--- config.mk ---
export PLATFORM = sky130hd
export DESIGN_NAME = tcs_view_calc
export DESIGN_NICKNAME = d
export VERILOG_FILES = /design/src/rtl/tcs_pkg.sv /design/src/rtl/tcs_view_calc.sv
export SDC_FILE = /design/constraint.sdc
export NUM_CORES = 1
export LEC_CHECK = 0
export BUFFER_PORTS_ARGS = -buffer_cell sky130_fd_sc_hd__buf_4
export CAP_MARGIN = 20
export CORE_MARGIN = 3
export CORE_UTILIZATION = 41
export DETAILED_ROUTE_END_ITERATION = 10
export MAX_ROUTING_LAYER = met4
export PLACE_DENSITY = 0.71
export SLEW_MARGIN = 25
export SYNTH_ARGS = -nofsm -noshare
export SYNTH_HDL_FRONTEND = slang
export SYNTH_SLANG_ARGS = --single-unit
--- constraint.sdc ---
create_clock -name vclk -period 7.8
set_input_delay 1.56 -clock vclk [all_inputs]
set_output_delay 1.56 -clock vclk [all_outputs]
set_load 0.1 [all_outputs]
--- src/rtl/tcs_pkg.sv ---
// Shared constants and types for the text console scrollback block.
`timescale 1ns / 1ps
package tcs_pkg;

    // Store geometry.
    localparam int HISTORY_LINES = 1024;
    localparam int SCREEN_COLS   = 80;
    localparam int SCREEN_ROWS   = 25;
    localparam int LINE_W        = 10;
    localparam int TOTAL_W       = 11;
    localparam int COL_W         = 7;
    localparam int ROW_W         = 5;
    localparam int CELL_W        = 16;
    localparam int ADDR_W        = LINE_W + COL_W;
    localparam int TAB_STOP      = 4;

    // Character codes handled by put char.
    localparam logic [7:0] CH_BS    = 8'd8;
    localparam logic [7:0] CH_TAB   = 8'd9;
    localparam logic [7:0] CH_LF    = 8'd10;
    localparam logic [7:0] CH_CR    = 8'd13;
    localparam logic [7:0] CH_SPACE = 8'd32;
    localparam logic [7:0] CH_LAST  = 8'd126;
    localparam logic [7:0] CH_MASK  = 8'h7F;
    localparam logic [7:0] COLOR_RESET = 8'd15;

    // Operation codes.
    typedef enum logic [2:0] {
        OP_PUT   = 3'd0,
        OP_PGUP  = 3'd1,
        OP_PGDN  = 3'd2,
        OP_CLEAR = 3'd3,
        OP_READ  = 3'd4
    } op_t;

    typedef enum logic [2:0] {
        ST_IDLE,
        ST_BLANK,
        ST_TAB,
        ST_READ,
        ST_OUT
    } state_t;

    // Cursor and viewport state seen by the view calculator.
    typedef struct packed {
        logic [TOTAL_W-1:0] total;
        logic [LINE_W-1:0]  wline;
        logic [COL_W-1:0]   wcol;
        logic [LINE_W-1:0]  vback;
    } cursor_t;

    // Screen placement derived from the cursor state.
    typedef struct packed {
        logic [LINE_W-1:0] start;
        logic [ROW_W-1:0]  crow;
        logic [COL_W-1:0]  ccol;
    } view_t;

endpackage

--- src/rtl/tcs_view_calc.sv ---
// Viewport start line and on-screen cursor position.
`timescale 1ns / 1ps
module tcs_view_calc (
    input  tcs_pkg::cursor_t cur,
    output tcs_pkg::view_t   view
);

    logic [tcs_pkg::TOTAL_W-1:0] top_sum;
    logic [tcs_pkg::TOTAL_W-1:0] start_w;
    logic [tcs_pkg::TOTAL_W-1:0] end_w;
    logic [tcs_pkg::TOTAL_W-1:0] wline_w;

    // The screen starts a screen plus the scroll distance above the newest line.
    always_comb
    begin
        top_sum = tcs_pkg::TOTAL_W'(tcs_pkg::SCREEN_ROWS) + {1'b0, cur.vback};
        if (cur.total > top_sum)
        begin
            start_w = cur.total - top_sum;
        end
        else
        begin
            start_w = '0;
        end
        end_w   = start_w + tcs_pkg::TOTAL_W'(tcs_pkg::SCREEN_ROWS);
        wline_w = {1'b0, cur.wline};
        view.start = start_w[tcs_pkg::LINE_W-1:0];
        if (wline_w >= start_w && wline_w < end_w)
        begin
            view.crow = tcs_pkg::ROW_W'(wline_w - start_w);
            view.ccol = cur.wcol;
        end
        else
        begin
            view.crow = tcs_pkg::ROW_W'(tcs_pkg::SCREEN_ROWS - 1);
            view.ccol = '0;
        end
    end

endmodule

==> results of run 1 <==
-- placed cells by master, fill, tap and decap left out, types with 2 or more instances in the layout --
cell,instances
a211oi_2,2
a21o_1,6
a21oi_1,18
a31oi_1,2
and2_4,2
and3_1,2
and4_1,2
buf_4,63
buf_6,6
buf_8,5
fa_1,2
ha_1,31
ha_4,2
inv_1,18
nand2_1,17
nand2b_1,2
nand3_1,9
nand4_1,3
nor2_1,11
nor2_2,2
nor3_1,3
nor3b_4,9
nor4_1,2
o211ai_1,2
o21a_1,2
o21ai_0,7
o31a_1,2
o31ai_1,2
or2_2,4
or3_1,3
or3_2,2
or3_4,4
xnor2_1,15
xor2_1,8
-- stage by stage --
step / TNS (ns) / instance area [µm²] / power, µW
6_report: 0 / 2540 / 601
5_1_grt: -0.0789 / 2540 / 646
4_1_cts: 0 / 2430 / 571
3_5_place_dp: -0.0523 / 2420 / 565
3_3_place_gp: 0 / 2420 / 561
2_1_floorplan: -7.22 / 1880 / 465
-- timing repair --
| action | in CTS | in global routing |
|---|---|---|
| pin swaps | 0 | 5 |
| resized for setup | 3 | 19 |
| endpoints found under the setup margin | 10 | 12 |
| endpoints found under the hold margin | 0 | 0 |
| buffers inserted | 0 | 4 |
-- per-layer routing --
layer / GRT usage / part of all wire / vias to the layer above
met5: - / 0 / -
met4: 0.00835 / 0.0052 / 0
met1: 0.224 / 0.45 / 795
met3: 0.00842 / 0.053 / 2
li1: - / - / 973
met2: 0.317 / 0.49 / 56
-- logic make-up after synthesis --
family,synth area share
simple gates,0.311
xor+xnor,0.115
compound gates,0.241
fa+ha+maj,0.260
buf+inv,0.0724
-- power by group --
| group | total [µW] | internal [µW] | switching, µW |
|---|---|---|---|
| registers | 0 | 0 | 0 |
| clock network | 0 | 0 | 0 |
| logic | 601 | 212 | 389 |
| total | 601 | 212 | 389 |
-- area by class of cell --
cell class,count,area (µm²)
multi-input combinational,202,1760
timing repair buffer,75,636
inverter,20,83.8
tap,50,62.6
fill,380,1520
-- final timing paths --
check               start  endpoint  slack [ns]  cells past startpoint
hold / removal    cur[12]   view[2]        3.54                      3
setup / recovery   cur[0]   view[7]        0.25                     25
==> qor.txt, run 1 <==
Critical path capture point type: output pin
Tot GR Track Use: 0.175
CP bufs+invs: 4
Worst slack, placed: -0.0103 ns
Core area: 4060 µm²
Antenna Cells: 0
Vias in the first global route: 1776
Final antenna-violating net count: 0
Avg WL per Cell: 12.1 µm
Layout net count: 372
Largest delay share family, worst path: compound AO/OA/AOI/OAI gates
Top cell type's share of synthesized area: 0.237
Most common cell in the synthesized netlist: ha_1
1st-pass router iterations: 4
Dpl cells: 343
Initial Util: 0.430
Synth area leaders: ha_1 (24%), xnor2_1 (7.5%), nor3b_2 (6.5%)
Mapped Area: 1740 µm²
Initial antenna violation count: 0
Final Max Tran Viols: 0
Slew Limit Headroom: 0.592
Slowest-stage cell, CP: ha_1
Hold crit path type: primary input to output pin
P&R area growth vs syn: 45.5%
Leak pwr: 0.00120 µW
Routed WL: 4210 µm
Detailed-route via count: 1826
Die area: 5070 µm²
First-pass GRT wire length: 7470 µm
Largest net degree at the start of global routing: 11
Initial DRC count: 39
Final period utilization: 0.968
WP data required: 6.24 ns
Crit path kind: primary input to output pin
Fin worst setup slack: 0.251 ns
Status: complete, no violations
Dpl hpwl: 3840 µm
Syn. warnings: 0
Post-CTS Hold Buffers: 0
Final setup fails: 0
Grt total ovfl: 0
Seq_cells: 0
Clkbuf count: 0
Hold Violations, Final: 0
Drt drc: 0
Vias/cell: 5.26
Max Fanout on Critical Path: 8
Final Core Density: 0.625
Syn Nets: 301
PortBufs: 60
Share of layout cells above drive strength 1: 0.391
Post-Synthesis Cells: 228
Most frequent cells after synthesis: ha_1 (33), a21oi_1 (19), inv_1 (19)
Minimum clock period after layout: 7.55 ns
Sequential cell area fraction in the yosys report: 0
Die W: 71.2 µm
Peak supply drop: 101 µV
Boundary pin count: 60
Final Non-Filler Cells: 347
Area leader, netlist: ha_1
WHS: 3.54 ns
Syn avg cell area: 7.65 µm²
Crit start category: primary input
Die Ht: 71.2 µm
Worst-margin pin slew: 0.596 ns
Register area: 0 µm²
Gpl congestion: 0.884
Num rows: 23
Max Cap Viol: 0
Yosys cell types: 55
Pwr Density: 237 nW/µm²
Slowest stage delay, CP: 0.33 ns
Max Clk Rate: 132 MHz
Critical path data arrival time: 5.99 ns
No activity file was read; power rests on OpenSTA's default activity.
==> run 2: changes to the inputs <==
--- a/config.mk
+++ b/config.mk
@@ -6,12 +6,14 @@
 export NUM_CORES = 1
 export LEC_CHECK = 0
 export BUFFER_PORTS_ARGS = -buffer_cell sky130_fd_sc_hd__buf_4
-export CAP_MARGIN = 20
+export CAP_MARGIN = 15
+export CELL_PAD_IN_SITES_DETAIL_PLACEMENT = 0
+export CELL_PAD_IN_SITES_GLOBAL_PLACEMENT = 1
 export CORE_MARGIN = 3
 export CORE_UTILIZATION = 41
 export DETAILED_ROUTE_END_ITERATION = 10
 export MAX_ROUTING_LAYER = met4
-export PLACE_DENSITY = 0.71
+export PLACE_DENSITY = 0.95
 export SLEW_MARGIN = 25
 export SYNTH_ARGS = -nofsm -noshare
 export SYNTH_HDL_FRONTEND = slang
==> constraint.sdc (replaced) <==
create_clock -name vclk -period 9.8
set_input_delay 1.96 -clock vclk [all_inputs]
set_output_delay 1.96 -clock vclk [all_outputs]
set_load 0.1 [all_outputs]
==> run 2 against run 1 <==
  * Critical path depth shrank 1
  * Cell count shrank 4.3%
  * Sequential share of layout area is the same
  * Non-clock buffer count shrank 15
  * Worst setup slack gained 0.31 ns
  * Via count shrank 3.6%
  * Sequential cell count is the same
  * Clock-buffer cell count is the same
  * Global-route usage shrank 0.64 points
  * First-iteration DRC count shrank 26%
  * Hold slack gained 0.85 ns
  * Combinational power shrank 32%
  * Largest cell class unchanged
==> qor.txt, run 2 (synthesized netlist as in run 1, its figures left out) <==
Status: complete, no violations (unchanged)
Initial Util: 0.430 (unchanged)
Vias/cell: 5.30 (was 5.26)
Layout net count: 357 (was 372)
Routed WL: 4090 µm (was 4210 µm)
Detailed-route via count: 1760 (was 1826)
Die area: 5070 µm² (unchanged)
Final setup fails: 0 (unchanged)
Hold crit path type: primary input to output pin (unchanged)
Crit start category: primary input (unchanged)
Tot GR Track Use: 0.168 (was 0.175)
Hold Violations, Final: 0 (unchanged)
Most common cell after layout, fill and taps aside: buf_4 (unchanged)
Worst-margin pin slew: 0.613 ns (was 0.596 ns)
Die W: 71.2 µm (unchanged)
Register area: 0 µm² (unchanged)
Num rows: 23 (unchanged)
Gpl congestion: 0.892 (was 0.884)
1st-pass router iterations: 4 (unchanged)
Clkbuf count: 0 (unchanged)
Slew Limit Headroom: 0.581 (was 0.592)
CP startpoint: cur[0] (unchanged)
Leak pwr: 0.00107 µW (was 0.00120 µW)
WP data required: 7.84 ns (was 6.24 ns)
Share of layout cells above drive strength 1: 0.316 (was 0.391)
Met3 GRT Util: 0.0154 (was 0.00842)
Initial DRC count: 29 (was 39)
Core area: 4060 µm² (unchanged)
Drt drc: 0 (unchanged)
First-pass GRT wire length: 7250 µm (was 7470 µm)
Grt total ovfl: 0 (unchanged)
Max Cap Viol: 0 (unchanged)
Busiest layer in global routing: met2 (unchanged)
Met1 Track Usage GR: 0.207 (was 0.224)
Critical path data arrival time: 7.28 ns (was 5.99 ns)
Max Fanout on Critical Path: 12 (was 8)
Setup tns final: 0 ns (unchanged)
WHS: 4.39 ns (was 3.54 ns)
Boundary pin count: 60 (unchanged)
Final instance area: 2210 µm² (was 2540 µm²)
Final Non-Filler Cells: 332 (was 347)
Post-CTS Hold Buffers: 0 (unchanged)
Dpl hpwl: 3700 µm (was 3840 µm)
Placed Area: 2210 µm² (was 2420 µm²)
Crit path kind: primary input to output pin (unchanged)
Postcts setup bufs: 0 (unchanged)
P&R area growth vs syn: 26.8% (was 45.5%)
Largest net degree at the start of global routing: 13 (was 11)
Final period utilization: 0.943
Minimum clock period after layout: 9.24 ns
Grt met2 use: 0.314 (was 0.317)
Final antenna-violating net count: 0 (unchanged)
Dpl cells: 332 (was 343)
Vias in the first global route: 1715 (was 1776)
Post-CTS sizing: 0 (was 3)
Worst hold path startpoint: cur[14] (was cur[12])
Initial antenna violation count: 0 (unchanged)
Antenna Cells: 0 (unchanged)
Pwr Density: 186 nW/µm² (was 237 nW/µm²)
Avg WL per Cell: 12.3 µm (was 12.1 µm)
Critical path capture point type: output pin (unchanged)
Most frequent cells in the layout: buf_4 (60), ha_1 (33), inv_1 (19), a21oi_1 (19), nand2_1 (17) (was buf_4 (63), ha_1 (31), inv_1 (18), a21oi_1 (18), nand2_1 (17))
Final Max Tran Viols: 0 (unchanged)
Die Ht: 71.2 µm (unchanged)
PortBufs: 60 (unchanged)
Seq_cells: 0 (unchanged)
Unrepaired setup endpoints after global routing: false
Max Clk Rate: 108 MHz
Peak supply drop: 80.5 µV (was 101 µV)
run 2: cell types whose count changed in the layout (fill, tap and decap cells not counted), moves of 2 or more:
cell	before	now
a211oi_1	1	3
buf_8	5	0
buf_6	6	0
or3_1	3	5
nor3b_4	9	0
nor3b_2	0	9
ha_1	31	33
or3_4	4	1
ha_4	2	0
a211oi_2	2	0
buf_4	63	60
run 2: layout make-up:
| class | instances | area (µm²) |
|---|---|---|
| well taps | 50 | 62.6 |
| inverters | 20 | 80.1 |
| fillers | 394 | 1850 |
| repair buffers | 60 | 450 |
| multi-input cells | 202 | 1620 |
run 2: per-stage QoR:
step	power (µW)	setup slack [ns]	util
6_report	411	0.557	0.545
3_5_place_dp	412	0.543	0.545
2_1_floorplan	339	-0.0845	-
4_1_cts	414	0.511	0.545
5_1_grt	446	0.177	0.545
3_3_place_gp	408	0.629	0.545
run 2: final timing paths:
check | to | slack [ns] | cells after the start
hold / removal | view[4] | 4.39 | 3
setup / recovery | view[10] | 0.56 | 24
run 2: routing by layer:
layer	vias to the layer above	share of wire
li1	943	-
met4	0	0
met2	45	0.50
met1	772	0.44
met5	-	0
met3	0	0.065
run 2: critical path: stages:
cell      delay, ns
buf_4          0.09
ha_1           0.17
a21oi_1        0.10
a21boi_0       0.41
nand3_1        0.15
xor2_1         0.16
ha_1           0.34
a21o_1         0.24
a211oi_1       0.22
nor2_1         0.10
a211oi_4       0.37
or3_2          0.24
inv_1          0.06
ha_1           0.19
and2_1         0.16
o31a_1         0.31
and4_1         0.22
o21ai_0        0.20
ha_1           0.28
a211o_1        0.27
o22ai_1        0.23
a41oi_4        0.14
or3_1          0.44
buf_4          0.24
run 2: report_power, final:
part	internal [µW]	total (µW)	leakage (µW)	switching, µW
clock	0	0	0	0
sequential	0	0	0	0
combinational	126	411	0.00107	285
total	126	411	0.00107	285
==> run 3: changes to the inputs <==
--- a/config.mk
+++ b/config.mk
@@ -5,12 +5,13 @@
 export SDC_FILE = /design/constraint.sdc
 export NUM_CORES = 1
 export LEC_CHECK = 0
+export ABC_AREA = 1
 export BUFFER_PORTS_ARGS = -buffer_cell sky130_fd_sc_hd__buf_4
 export CAP_MARGIN = 15
 export CELL_PAD_IN_SITES_DETAIL_PLACEMENT = 0
 export CELL_PAD_IN_SITES_GLOBAL_PLACEMENT = 1
 export CORE_MARGIN = 3
-export CORE_UTILIZATION = 41
+export CORE_UTILIZATION = 38
 export DETAILED_ROUTE_END_ITERATION = 10
 export MAX_ROUTING_LAYER = met4
 export PLACE_DENSITY = 0.95
==> run 3 against run 2 <==
  * Worst setup slack improved by 1.2 ns
  * Cell count increased by 20%
  * Synthesized area is 3.8% lower
  * Sequential cell count did not move
  * Maximum frequency increased by 15%
  * Hold slack got worse by 0.055 ns
  * First-iteration DRC count rose to 2.8 times the previous value
  * Global-route usage grew 0.51 points
  * Combinational power down 16%
  * Synthesized cell count grew 26%
  * Utilization fell by 1.2 points
  * Die area is 3.5% higher
  * Largest power group unchanged
==> qor.txt, run 3 <==
Sequential cell area fraction in the yosys report: 0 (unchanged)
Avg WL per Cell: 10.7 µm (was 12.3 µm)
Pwr Density: 157 nW/µm² (was 186 nW/µm²)
WP data required: 7.84 ns (about the same)
Final instance area: 2190 µm² (was 2210 µm²)
Syn. warnings: 0 (unchanged)
Synth area leaders: ha_1 (25%), nand2_1 (17%), inv_1 (12%) (was ha_1 (24%), xnor2_1 (7.5%), nor3b_2 (6.5%))
Status: complete, no violations (unchanged)
Placed Area: 2190 µm² (was 2210 µm²)
Core area: 4120 µm² (was 4060 µm²)
Seq_cells: 0 (unchanged)
Levels on crit path: 29 (was 24)
Slowest-stage cell, CP: ha_1 (was or3_1)
Slowest stage delay, CP: 0.34 ns (was 0.44 ns)
Initial DRC count: 81 (was 29)
Critical path data arrival time: 6.07 ns (was 7.28 ns)
Most common cell in the synthesized netlist: nand2_1 (was ha_1)
Max Cap Viol: 0 (unchanged)
Mapped Area: 1680 µm² (was 1740 µm²)
Die area: 5250 µm² (was 5070 µm²)
CP bufs+invs: 2 (was 3)
Syn avg cell area: 5.83 µm² (was 7.65 µm²)
Top cell type's share of synthesized area: 0.246 (was 0.237)
Final setup fails: 0 (unchanged)
Register area: 0 µm² (unchanged)
Die Ht: 72.5 µm (was 71.2 µm)
Clkbuf count: 0 (unchanged)
First-pass GRT wire length: 7500 µm (was 7250 µm)
Syn Nets: 361 (was 301)
Gpl congestion: 0.831 (was 0.892)
1st-pass router iterations: 4 (unchanged)
Grt total ovfl: 0 (unchanged)
Dpl hpwl: 3960 µm (was 3700 µm)
Area leader, netlist: ha_1 (unchanged)
Detailed-route via count: 1911 (was 1760)
P&R area growth vs syn: 30.6% (was 26.8%)
Share of layout cells above drive strength 1: 0.250 (was 0.316)
Layout net count: 423 (was 357)
Hold Violations, Final: 0 (unchanged)
Crit path to: view[8] (was view[10])
Num rows: 23 (unchanged)
Most common cell after layout, fill and taps aside: nand2_1 (was buf_4)
Peak supply drop: 61.6 µV (was 80.5 µV)
Post-CTS Hold Buffers: 0 (unchanged)
Crit start category: primary input (unchanged)
Hold crit path type: primary input to output pin (unchanged)
Fill cell count: 444 (was 394)
Largest delay share family, worst path: simple AND/OR/NAND/NOR gates (was compound AO/OA/AOI/OAI gates)
Critical path capture point type: output pin (unchanged)
Drt drc: 0 (unchanged)
Most frequent cells in the layout: nand2_1 (77), buf_4 (60), inv_1 (52), ha_1 (33), nor2_1 (22) (was buf_4 (60), ha_1 (33), inv_1 (19), a21oi_1 (19), nand2_1 (17))
CP most frequent cell: nand2_1 (was ha_1)
Final period utilization: 0.819 (was 0.943)
Boundary pin count: 60 (unchanged)
Crit path kind: primary input to output pin (unchanged)
Leak pwr: 0.00129 µW (was 0.00107 µW)
Worst-margin pin slew: 0.364 ns (was 0.613 ns)
Die W: 72.5 µm (was 71.2 µm)
Tot Pwr: 345 µW (was 411 µW)
Initial antenna violation count: 0 (unchanged)
Initial Util: 0.408 (was 0.430)
Setup tns final: 0 ns (unchanged)
Vias in the first global route: 1828 (was 1715)
Most frequent cells after synthesis: nand2_1 (77), inv_1 (52), ha_1 (33) (was ha_1 (33), a21oi_1 (19), inv_1 (19))
PortBufs: 60 (unchanged)
Routed WL: 4250 µm (was 4090 µm)
Max Fanout on Critical Path: 10 (was 12)
Antenna Cells: 0 (unchanged)
Post-CTS sizing: 0 (unchanged)
Largest net degree at the start of global routing: 11 (was 13)
Final antenna-violating net count: 0 (unchanged)
Postcts setup bufs: 0 (unchanged)
Tot GR Track Use: 0.173 (was 0.168)
Final Max Tran Viols: 0 (unchanged)
Unrepaired setup endpoints after global routing: false (unchanged)
Yosys cell types: 24 (was 55)
Vias/cell: 4.80 (was 5.30)
Slew Limit Headroom: 0.756 (was 0.581)
Post-Synthesis Cells: 288 (was 228)
CP startpoint: cur[0] (unchanged)
Minimum clock period after layout: 8.03 ns (was 9.24 ns)
Max Clk Rate: 125 MHz (was 108 MHz)
[run 3: cell count changes after synthesis, sizes merged, moves of 15 or more]
cell	delta
nor2	+22
nand2	+64
nand3	+15
inv	+36
[run 3: cells by family (layout without fill, tap and decap cells)]
group                      after synthesis  after routing  synth area share
and+or+nand+nor                        150            150             0.412
AOI/OAI and AO/OA                       30             30             0.101
xor gates and xnor gates                18             18            0.0940
adders and majority gates               35             35             0.270
buffers and inverters                   55            115             0.123
[run 3: cell type report]
| type | instances | area, µm² | share of cell area |
|---|---|---|---|
| well taps | 50 | 62.6 | 0.0286 |
| inverters | 55 | 206 | 0.0942 |
| multi-input cells | 233 | 1470 | 0.672 |
| repair buffers | 60 | 450 | 0.206 |
[run 3: per-layer routing]
layer | global-route usage | wire [µm] | vias to the layer above
met5 | - | 0 | -
met4 | 0.0287 | 83 | 0
met3 | 0.00970 | 285 | 6
met2 | 0.323 | 1990 | 55
met1 | 0.207 | 1890 | 813
li1 | - | - | 1037
[run 3: per-stage QoR]
stage,util,setup slack (ns),hold WS [ns],instances
final,0.532,1.77,4.33,398
after detailed placement,0.532,1.76,4.33,398
after global routing,0.532,1.25,4.35,398
after CTS,0.532,1.75,4.33,398
after global placement,0.532,1.83,4.33,398
after floorplan,-,0.405,4.15,288
[run 3: worst min-delay path by stage]
stage	depth (start not counted)	from	endpoint
2_1_floorplan	2	cur[10]	view[0]
3_3_place_gp	4	cur[12]	view[2]
3_5_place_dp	4	cur[15]	view[5]
4_1_cts	4	cur[15]	view[5]
5_1_grt	4	cur[15]	view[5]
6_report	4	cur[10]	view[0]
[run 3: where the power goes]
group          switching [µW]  internal [µW]  total, µW
Sequential                  0              0          0
Combinational             246           98.4        345
Clock                       0              0          0
